$ cat config.mk
export PLATFORM = sky130hd
export DESIGN_NAME = signed_decimal_formatter
export DESIGN_NICKNAME = d
export VERILOG_FILES = /design/src/hdl/sdf_pkg.sv /design/src/hdl/signed_decimal_formatter.sv /design/src/hdl/sdf_dabble.sv
export SDC_FILE = /design/constraint.sdc
export NUM_CORES = 1
export LEC_CHECK = 0
export BUFFER_PORTS_ARGS = -buffer_cell sky130_fd_sc_hd__buf_2
export CAP_MARGIN = 30
export CORE_ASPECT_RATIO = 1.25
export CORE_UTILIZATION = 30
export CTS_BUF_LIST = sky130_fd_sc_hd__clkbuf_8
export DETAILED_ROUTE_END_ITERATION = 8
export GPL_ROUTABILITY_DRIVEN = 0
export HOLD_SLACK_MARGIN = 0.12
export PLACE_DENSITY = 0.51
export SLEW_MARGIN = 20
export SYNTH_ARGS = -nofsm -noshare
export SYNTH_HDL_FRONTEND = slang
export SYNTH_HIERARCHICAL = 1
export SYNTH_SLANG_ARGS = --single-unit
$ cat constraint.sdc
create_clock -name clk -period 3.2 [get_ports clk]
set_clock_uncertainty 0.05 [all_clocks]
set_input_delay 0.32 -clock clk [delete_from_list [all_inputs] [get_ports clk]]
set_output_delay 0.32 -clock clk [all_outputs]
set_load 0.02 [all_outputs]
$ cat src/hdl/sdf_pkg.sv
// Shared types and constants for the signed decimal formatter.
// Used by sdf_dabble, signed_decimal_formatter and sdf_checker; depends on nothing.
`default_nettype none

package sdf_pkg;

    // Fixed field and storage sizes
    localparam int VALUE_W     = 64;
    localparam int CHAR_W      = 8;
    localparam int DIGIT_W     = 4;
    localparam int MAX_DIGITS  = 20;
    localparam int DIGIT_IDX_W = 5;   // holds a digit index and a digit count 0..20
    localparam int PREC_W      = 7;
    localparam int CFG_DATA_W  = 7;
    localparam int CFG_INDEX_W = 2;
    localparam int ITER_W      = 7;   // holds a shift count 0..64

    typedef logic [DIGIT_W-1:0] digit_t;

    // Configuration register indexes
    typedef enum logic [CFG_INDEX_W-1:0] {
        REG_PLUS_FLAG  = 2'd0,
        REG_SPACE_FLAG = 2'd1,
        REG_PRECISION  = 2'd2,
        REG_SIZE_MODE  = 2'd3
    } cfg_reg_t;

    // Operand size codes
    typedef enum logic [1:0] {
        SIZE_INT32 = 2'd0,
        SIZE_INT16 = 2'd1,
        SIZE_INT8  = 2'd2,
        SIZE_INT64 = 2'd3
    } size_mode_t;

    // Sequencer states, one-hot
    typedef enum logic [3:0] {
        ST_IDLE  = 4'b0001,
        ST_CONV  = 4'b0010,
        ST_COUNT = 4'b0100,
        ST_EMIT  = 4'b1000
    } state_t;

    // ASCII characters
    localparam logic [CHAR_W-1:0] CHAR_ZERO  = 8'h30;
    localparam logic [CHAR_W-1:0] CHAR_NINE  = 8'h39;
    localparam logic [CHAR_W-1:0] CHAR_MINUS = 8'h2D;
    localparam logic [CHAR_W-1:0] CHAR_PLUS  = 8'h2B;
    localparam logic [CHAR_W-1:0] CHAR_SPACE = 8'h20;
    localparam logic [CHAR_W-1:0] CHAR_NUL   = 8'h00;

    // Control from the sequencer to the shift-and-adjust unit
    typedef struct packed {
        logic load;
        logic step;
    } dab_ctrl_t;

    // Status back from the shift-and-adjust unit
    typedef struct packed {
        logic [DIGIT_IDX_W-1:0] digit_count;
        digit_t                 rd_digit;
    } dab_status_t;

endpackage

`default_nettype wire

$ cat src/hdl/signed_decimal_formatter.sv
// Signed decimal formatter, top level: configuration registers, sequencer
// and output register. Depends on sdf_pkg and sdf_dabble.
//
// Usage:
//  - Input channel (in_valid/in_ready/value) takes one 64-bit signed value
//    per request. It is cut to the configured size and sign extended.
//  - Output channel (out_valid/out_ready/char_out/is_last/empty_res) gives
//    one request per character: optional sign, then the digits, most
//    significant first, padded with '0' up to the precision. is_last marks
//    the final character. An empty string gives one request with
//    empty_res and is_last set and char_out zero.
//  - Config port: cfg_we writes cfg_data into register cfg_index
//    (0 plus flag, 1 space flag, 2 precision, 3 size mode). The user
//    must write only when idle; the block does not enforce this.
//  - Sequence: after a request is taken the binary-to-BCD unit shifts
//    once per operand bit, a count state finds the digit count, then
//    one character per cycle is loaded into the output register while it
//    is free; in_ready rises once the last character is loaded.
//  - A stalled receiver holds the output register; the sequencer waits.
//  - Reset clears the sequencer, output valid and configuration
//    (precision unspecified, int32 size, no flags).
`default_nettype none

module signed_decimal_formatter #(
    parameter int MAX_PRECISION = 40
) (
    input  logic                              clk,
    input  logic                              rst_n,
    // configuration
    input  logic                              cfg_we,
    input  logic [sdf_pkg::CFG_INDEX_W-1:0]   cfg_index,
    input  logic [sdf_pkg::CFG_DATA_W-1:0]    cfg_data,
    // input channel
    input  logic                              in_valid,
    output logic                              in_ready,
    input  logic signed [sdf_pkg::VALUE_W-1:0] value,
    // output channel
    output logic                              out_valid,
    input  logic                              out_ready,
    output logic [sdf_pkg::CHAR_W-1:0]        char_out,
    output logic                              is_last,
    output logic                              empty_res
);
    import sdf_pkg::*;

    localparam int CNT_MAX = (MAX_PRECISION > MAX_DIGITS) ? MAX_PRECISION : MAX_DIGITS;
    localparam int CNT_W   = $clog2(CNT_MAX + 1);

    // configuration registers
    logic              plus_reg;
    logic              space_reg;
    logic [PREC_W-1:0] prec_reg;
    size_mode_t        size_reg;

    // sequencer
    state_t            state_reg, state_next;
    logic [ITER_W-1:0] iter_reg, iter_next;
    logic [CNT_W-1:0]  pos_reg, pos_next;
    logic              sign_pend_reg, sign_pend_next;
    logic [CHAR_W-1:0] sign_char_reg, sign_char_next;

    // output register
    logic              out_valid_reg, out_valid_next;
    logic [CHAR_W-1:0] char_reg, char_next;
    logic              last_reg, last_next;
    logic              empty_reg, empty_next;

    // datapath
    logic [VALUE_W-1:0] sext;
    logic [VALUE_W-1:0] mag;
    logic [VALUE_W-1:0] aligned;
    logic [ITER_W-1:0]  op_bits;
    logic               neg;
    logic [CNT_W-1:0]   want;
    logic [CNT_W-1:0]   total;
    logic [CNT_W-1:0]   idx;
    digit_t             digit;
    logic               slot_free;
    dab_ctrl_t          dab_ctrl;
    dab_status_t        dab_status;

    // configuration writes
    always_ff @(posedge clk or negedge rst_n)
    begin
        if (!rst_n)
        begin
            plus_reg  <= 1'b0;
            space_reg <= 1'b0;
            prec_reg  <= '1;
            size_reg  <= SIZE_INT32;
        end
        else if (cfg_we)
        begin
            case (cfg_reg_t'(cfg_index))
                REG_PLUS_FLAG:  plus_reg  <= cfg_data[0];
                REG_SPACE_FLAG: space_reg <= cfg_data[0];
                REG_PRECISION:  prec_reg  <= cfg_data[PREC_W-1:0];
                REG_SIZE_MODE:  size_reg  <= size_mode_t'(cfg_data[1:0]);
                default:        ;
            endcase
        end
    end

    // size cut and sign extension
    always_comb
    begin
        case (size_reg)
            SIZE_INT8:
            begin
                sext    = {{(VALUE_W-8){value[7]}}, value[7:0]};
                op_bits = ITER_W'(8);
            end
            SIZE_INT16:
            begin
                sext    = {{(VALUE_W-16){value[15]}}, value[15:0]};
                op_bits = ITER_W'(16);
            end
            SIZE_INT32:
            begin
                sext    = {{(VALUE_W-32){value[31]}}, value[31:0]};
                op_bits = ITER_W'(32);
            end
            default:
            begin
                sext    = value;
                op_bits = ITER_W'(VALUE_W);
            end
        endcase
    end

    assign neg = sext[VALUE_W-1];
    assign mag = neg ? (~sext + 1'b1) : sext;

    // left-align the magnitude so the unit shifts only the operand bits
    always_comb
    begin
        case (size_reg)
            SIZE_INT8:  aligned = {mag[7:0],  {(VALUE_W-8){1'b0}}};
            SIZE_INT16: aligned = {mag[15:0], {(VALUE_W-16){1'b0}}};
            SIZE_INT32: aligned = {mag[31:0], {(VALUE_W-32){1'b0}}};
            default:    aligned = mag;
        endcase
    end

    // digits wanted: unspecified acts like 1, large precision saturates
    always_comb
    begin
        if (prec_reg[PREC_W-1])
            want = CNT_W'(1);
        else if (prec_reg > PREC_W'(MAX_PRECISION))
            want = CNT_W'(MAX_PRECISION);
        else
            want = CNT_W'(prec_reg);
    end

    assign total = (want < CNT_W'(dab_status.digit_count)) ?
                   CNT_W'(dab_status.digit_count) : want;

    // digit read for the current position; positions past the store are '0'
    assign idx   = pos_reg - 1'b1;
    assign digit = (idx < CNT_W'(MAX_DIGITS)) ? dab_status.rd_digit : '0;

    sdf_dabble u_dabble (
        .clk       (clk),
        .ctrl      (dab_ctrl),
        .load_bits (aligned),
        .rd_idx    (idx[DIGIT_IDX_W-1:0]),
        .status    (dab_status)
    );

    assign slot_free = !out_valid_reg || out_ready;

    // sequencer and output register load
    always_comb
    begin
        state_next     = state_reg;
        iter_next      = iter_reg;
        pos_next       = pos_reg;
        sign_pend_next = sign_pend_reg;
        sign_char_next = sign_char_reg;
        out_valid_next = out_valid_reg && !out_ready;
        char_next      = char_reg;
        last_next      = last_reg;
        empty_next     = empty_reg;
        dab_ctrl       = '0;

        case (state_reg)
            ST_IDLE:
            begin
                if (in_valid)
                begin
                    dab_ctrl.load  = 1'b1;
                    iter_next      = op_bits;
                    sign_pend_next = neg || plus_reg || space_reg;
                    sign_char_next = neg ? CHAR_MINUS : (plus_reg ? CHAR_PLUS : CHAR_SPACE);
                    state_next     = ST_CONV;
                end
            end
            ST_CONV:
            begin
                dab_ctrl.step = 1'b1;
                iter_next     = iter_reg - 1'b1;
                if (iter_reg == ITER_W'(1))
                    state_next = ST_COUNT;
            end
            ST_COUNT:
            begin
                pos_next   = total;
                state_next = ST_EMIT;
            end
            ST_EMIT:
            begin
                if (slot_free)
                begin
                    out_valid_next = 1'b1;
                    empty_next     = 1'b0;
                    if (sign_pend_reg)
                    begin
                        char_next      = sign_char_reg;
                        last_next      = (pos_reg == '0);
                        sign_pend_next = 1'b0;
                        if (pos_reg == '0)
                            state_next = ST_IDLE;
                    end
                    else if (pos_reg == '0)
                    begin
                        // nothing to print at all
                        char_next  = CHAR_NUL;
                        last_next  = 1'b1;
                        empty_next = 1'b1;
                        state_next = ST_IDLE;
                    end
                    else
                    begin
                        char_next = CHAR_ZERO + CHAR_W'(digit);
                        last_next = (pos_reg == CNT_W'(1));
                        pos_next  = pos_reg - 1'b1;
                        if (pos_reg == CNT_W'(1))
                            state_next = ST_IDLE;
                    end
                end
            end
            default:
            begin
                state_next = ST_IDLE;
            end
        endcase
    end

    // control registers
    always_ff @(posedge clk or negedge rst_n)
    begin
        if (!rst_n)
        begin
            state_reg     <= ST_IDLE;
            out_valid_reg <= 1'b0;
            sign_pend_reg <= 1'b0;
            iter_reg      <= '0;
            pos_reg       <= '0;
        end
        else
        begin
            state_reg     <= state_next;
            out_valid_reg <= out_valid_next;
            sign_pend_reg <= sign_pend_next;
            iter_reg      <= iter_next;
            pos_reg       <= pos_next;
        end
    end

    // payload registers
    always_ff @(posedge clk)
    begin
        sign_char_reg <= sign_char_next;
        char_reg      <= char_next;
        last_reg      <= last_next;
        empty_reg     <= empty_next;
    end

    assign in_ready  = (state_reg == ST_IDLE);
    assign out_valid = out_valid_reg;
    assign char_out  = char_reg;
    assign is_last   = last_reg;
    assign empty_res = empty_reg;

endmodule

`default_nettype wire

$ cat src/hdl/sdf_dabble.sv
// Shift-and-add-3 unit: turns a left-aligned binary magnitude into
// 20 BCD digits, one bit per step. Depends on sdf_pkg.
`default_nettype none

module sdf_dabble (
    input  logic                           clk,
    input  sdf_pkg::dab_ctrl_t             ctrl,
    input  logic [sdf_pkg::VALUE_W-1:0]    load_bits,
    input  logic [sdf_pkg::DIGIT_IDX_W-1:0] rd_idx,
    output sdf_pkg::dab_status_t           status
);
    import sdf_pkg::*;

    digit_t               digit_reg [MAX_DIGITS];
    digit_t               digit_next [MAX_DIGITS];
    digit_t               adj [MAX_DIGITS];
    logic [VALUE_W-1:0]   bin_reg;
    logic [VALUE_W-1:0]   bin_next;
    logic [DIGIT_IDX_W-1:0] count;

    // Add 3 to every digit of 5 or more before the shift
    always_comb
    begin
        for (int i = 0; i < MAX_DIGITS; i++)
        begin
            adj[i] = (digit_reg[i] >= 4'd5) ? digit_reg[i] + 4'd3 : digit_reg[i];
        end
    end

    // Load or one shift step across the BCD digits and the binary word
    always_comb
    begin
        digit_next = digit_reg;
        bin_next   = bin_reg;
        if (ctrl.load)
        begin
            for (int i = 0; i < MAX_DIGITS; i++)
            begin
                digit_next[i] = '0;
            end
            bin_next = load_bits;
        end
        else if (ctrl.step)
        begin
            digit_next[0] = {adj[0][DIGIT_W-2:0], bin_reg[VALUE_W-1]};
            for (int i = 1; i < MAX_DIGITS; i++)
            begin
                digit_next[i] = {adj[i][DIGIT_W-2:0], adj[i-1][DIGIT_W-1]};
            end
            bin_next = {bin_reg[VALUE_W-2:0], 1'b0};
        end
    end

    always_ff @(posedge clk)
    begin
        digit_reg <= digit_next;
        bin_reg   <= bin_next;
    end

    // Significant digit count: highest nonzero digit plus one
    always_comb
    begin
        count = '0;
        for (int i = 0; i < MAX_DIGITS; i++)
        begin
            if (digit_reg[i] != '0)
            begin
                count = DIGIT_IDX_W'(i + 1);
            end
        end
    end

    assign status.digit_count = count;
    assign status.rd_digit    = (rd_idx < DIGIT_IDX_W'(MAX_DIGITS)) ? digit_reg[rd_idx] : '0;

endmodule

`default_nettype wire

==> flow_metrics.py <==
metrics = {
    "placement": {
        "dp_hpwl_microns": 32500,
        "pre_cts_ws_ns": -0.363,
        "io_buffers": 87,
    },
    "critical_path": {
        "cp_max_fo": 12,
        "start_kind": "flop",
        "end_kind": "flop",
        "r2r_start": "size_reg[1]$_DFFE_PN0P_",
        "r2r_end": "u_dabble/bin_reg[39]$_DFFE_PP_",
        "regToRegSetupSlack_ns": 0.04,
        "critPathRequiredTime_ns": 3.42,
        "worstPathArrival_ns": 3.38,
        "worstSetupPathType": "flop to flop",
        "rr_worst_depth": 13,
    },
    "timing": {
        "clock.fmax_ghz": 0.316,
        "post-route-min-period_ns": 3.16,
        "timing.final.crit_share_pct": 98.8,
        "relSlewSlack_pct": 46.1,
        "slew_violations": 0,
        "finalSetupViolations": 0,
        "finalWorstSetupSlack_ns": 0.0377,
        "hold_violations": 0,
        "grt_setup_unrepaired": "true",
        "worst_pin_slew_ns": 0.805,
    },
    "yosys": {
        "synth_cells": 1507,
        "yosysWarnings": 6,
        "syn_avg_cell_area_sq_um": 8.92,
        "synth_most_common_cell": "nor2_1",
        "synth_largest_type_area_fraction_pct": 16.7,
        "synth-seq-cells": 185,
        "synth-edff-count": 75,
        "yosysUniqueCellTypes": 85,
        "synth_common_cells": "nor2_1 (114), a21oi_1 (112), nand2_1 (107)",
        "ys_async_sr_fraction_pct": 16.2,
        "synth_largest_area_cell": "edfxtp_1",
        "netlist_area_sq_mm": 0.0134,
        "synth_seq_area_share_pct": 34.3,
        "synth_ff_type": "dfxtp_1",
        "yosys-top-cells-area": "edfxtp_1 (17%), dfxtp_1 (12%), mux2_2 (6.4%)",
    },
    "final_layout": {
        "fin_nets": 1884,
        "layout-drive-gt1-share_pct": 28.3,
        "diodes": 0,
        "largest_reg_flops": 80,
        "syn_to_final_growth_pct": 24.3,
    },
    "grt": {
        "grt_pass1_wl_microns": 67900,
        "antenna_found_initial": 0,
        "groute.usage.overall_pct": 19.2,
        "grt_overflow": 0,
        "grt_start_max_net_pins": 139,
        "grt_pass1_vias": 12145,
    },
    "detailed_routing": {
        "via_per_inst": 5.38,
        "drt_first_pass_iters": 5,
        "drtIter0Drc": 945,
        "post_drt_wl_per_cell_microns": 18.8,
        "wirelength_microns": 43800,
        "drc_errors": 0,
        "routed-via-count": 12535,
        "drtAntennaViolNets": 0,
    },
    "clock_network": {
        "clk_latency_ns": 0.51,
        "clock_path_buffers": 2,
        "h-tree-depth": 4,
        "cts_tree": "built",
        "cts_sinks": 185,
        "numCtsBuffers": 17,
        "clkTransAtPathRegs_ns": 0.11,
        "cts-root-buf": "clkbuf_8",
    },
    "die": {
        "initial_core_util_pct": 30.5,
        "io-pin-count": 90,
        "fp.dieH_microns": 239,
        "die_area_sq_mm": 0.0457,
        "core_sq_mm": 0.0441,
        "rows": 86,
        "die_w_microns": 191,
    },
    "min_path": {
        "hp-start": "cfg_we",
        "holdPathEnd": "size_reg[0]$_DFFE_PN0P_",
        "holdPathStages": 3,
        "hp-class": "input port to flop",
    },
    "power": {
        "p_leak_nw": 6.41,
        "total_power_w": 0.00957,
        "power_density_mw_per_mm2": 573,
        "max-vdd-ir-drop_mv": 0.481,
    },
    "flow_run": {
        "cap_violations": 0,
    },
    "run_status": {
        "outcome": "complete, no violations",
    },
}
[worst max-delay path: stages, from the launching register on]
cell	delay, ns
dfrtp_1	0.40
buf_6	0.16
buf_12	0.15
xor2_2	0.17
buf_4	0.19
nor2_1	0.09
nor3_2	0.20
buf_4	0.16
nand4_1	0.22
buf_6	0.22
nor4_2	0.28
or3_1	0.17
nand3_1	0.15
mux2_2	0.30
[cell families (layout without fill, tap and decap cells)]
group	count (synthesis)	in the layout	synth area share [%]
adders and majority gates	60	60	5.58
buffers and inverters	153	404	4.47
xor gates and xnor gates	86	86	5.60
AOI/OAI and AO/OA	390	390	18.8
DFF	185	185	34.3
muxes	138	138	12.1
other	1	2	0.0279
and+or+nand+nor	494	494	19.1
[through the flow]
step	TNS (ns)	std cells	utilization, %	instance area [sq um]	hold WS (ns)
2_1_floorplan	0	1508	-	13500	-0.0256
3_3_place_gp	-3.74	2269	35.8	15800	0.351
3_5_place_dp	-3.39	2269	35.8	15800	0.367
4_1_cts	-0.00608	2321	37.1	16400	0.136
5_1_grt	-0.106	2331	37.9	16700	0.158
6_report	0	2331	37.9	16700	0.176
[how the worst max path moves through the flow]
stage / from / end / slack, ns / cells past startpoint
CTS: u_dabble/digit_reg[37]$_SDFFE_PP0P_ / pos_reg[4]$_DFFE_PN0P_ / -0.006 / 16
global route: size_reg[1]$_DFFE_PN0P_ / u_dabble/bin_reg[56]$_DFFE_PP_ / -0.03 / 10
floorplan: state_reg[0]$_DFFE_PN1P_ / u_dabble/bin_reg[0]$_SDFFCE_PN0P_ / 0.10 / 6
detailed placement: size_reg[1]$_DFFE_PN0P_ / u_dabble/bin_reg[39]$_DFFE_PP_ / -0.36 / 11
finish: size_reg[1]$_DFFE_PN0P_ / u_dabble/bin_reg[39]$_DFFE_PP_ / 0.04 / 13
global placement: size_reg[1]$_DFFE_PN0P_ / u_dabble/bin_reg[39]$_DFFE_PP_ / -0.43 / 11
[what timing repair did]
| action | 4_1_cts | 5_1_grt |
|---|---|---|
| pin swaps | 4 | 17 |
| hold buffers | 14 | 0 |
| hold endpoints to repair | 36 | 0 |
| endpoints found under the setup margin | 28 | 29 |
| setup buffers | 5 | 8 |
| resized for setup | 15 | 57 |
| cloned | 1 | 2 |
[metal layers]
layer	wire length, microns	part of all wire, %	GRT usage, %	vias up
li1	-	-	-	5979
met1	18000	41	23.3	5988
met2	21500	49	32.3	456
met3	1970	4.5	2.66	112
met4	2380	5.4	10.7	0
met5	0	0	0	-
[cell type report]
class                           count  area [sq um]
Multi-Input combinational cell   1170          8530
Timing Repair inverter              1          5.00
Clock inverter                     15           130
Clock buffer                       17           234
Timing Repair Buffer              302          2210
Tap cell                          572           716
Fill cell                        4526         27400
Inverter                           69           268
Sequential cell                   185          4620
[report_power, final]
| group | leakage [nW] | switching [W] | total, W | internal [W] |
|---|---|---|---|---|
| Combinational | 4.50 | 0.00256 | 0.00447 | 0.00191 |
| Clock | 0.188 | 0.000934 | 0.00155 | 0.000618 |
| Sequential | 1.72 | 0.000295 | 0.00355 | 0.00325 |
[cell usage in the layout (no fill, tap or decap), drive strengths merged, types with 71 or more instances in the layout]
| cell | netlist | final |
|---|---|---|
| inv | 66 | 71 |
| mux2 | 77 | 77 |
| nor2 | 114 | 114 |
| dfxtp | 80 | 80 |
| nand2 | 107 | 107 |
| nand2b | 73 | 73 |
| a21oi | 112 | 112 |
| o21ai | 96 | 96 |
| buf | 20 | 287 |
| edfxtp | 75 | 75 |
(Power assumes the default switching activity.)
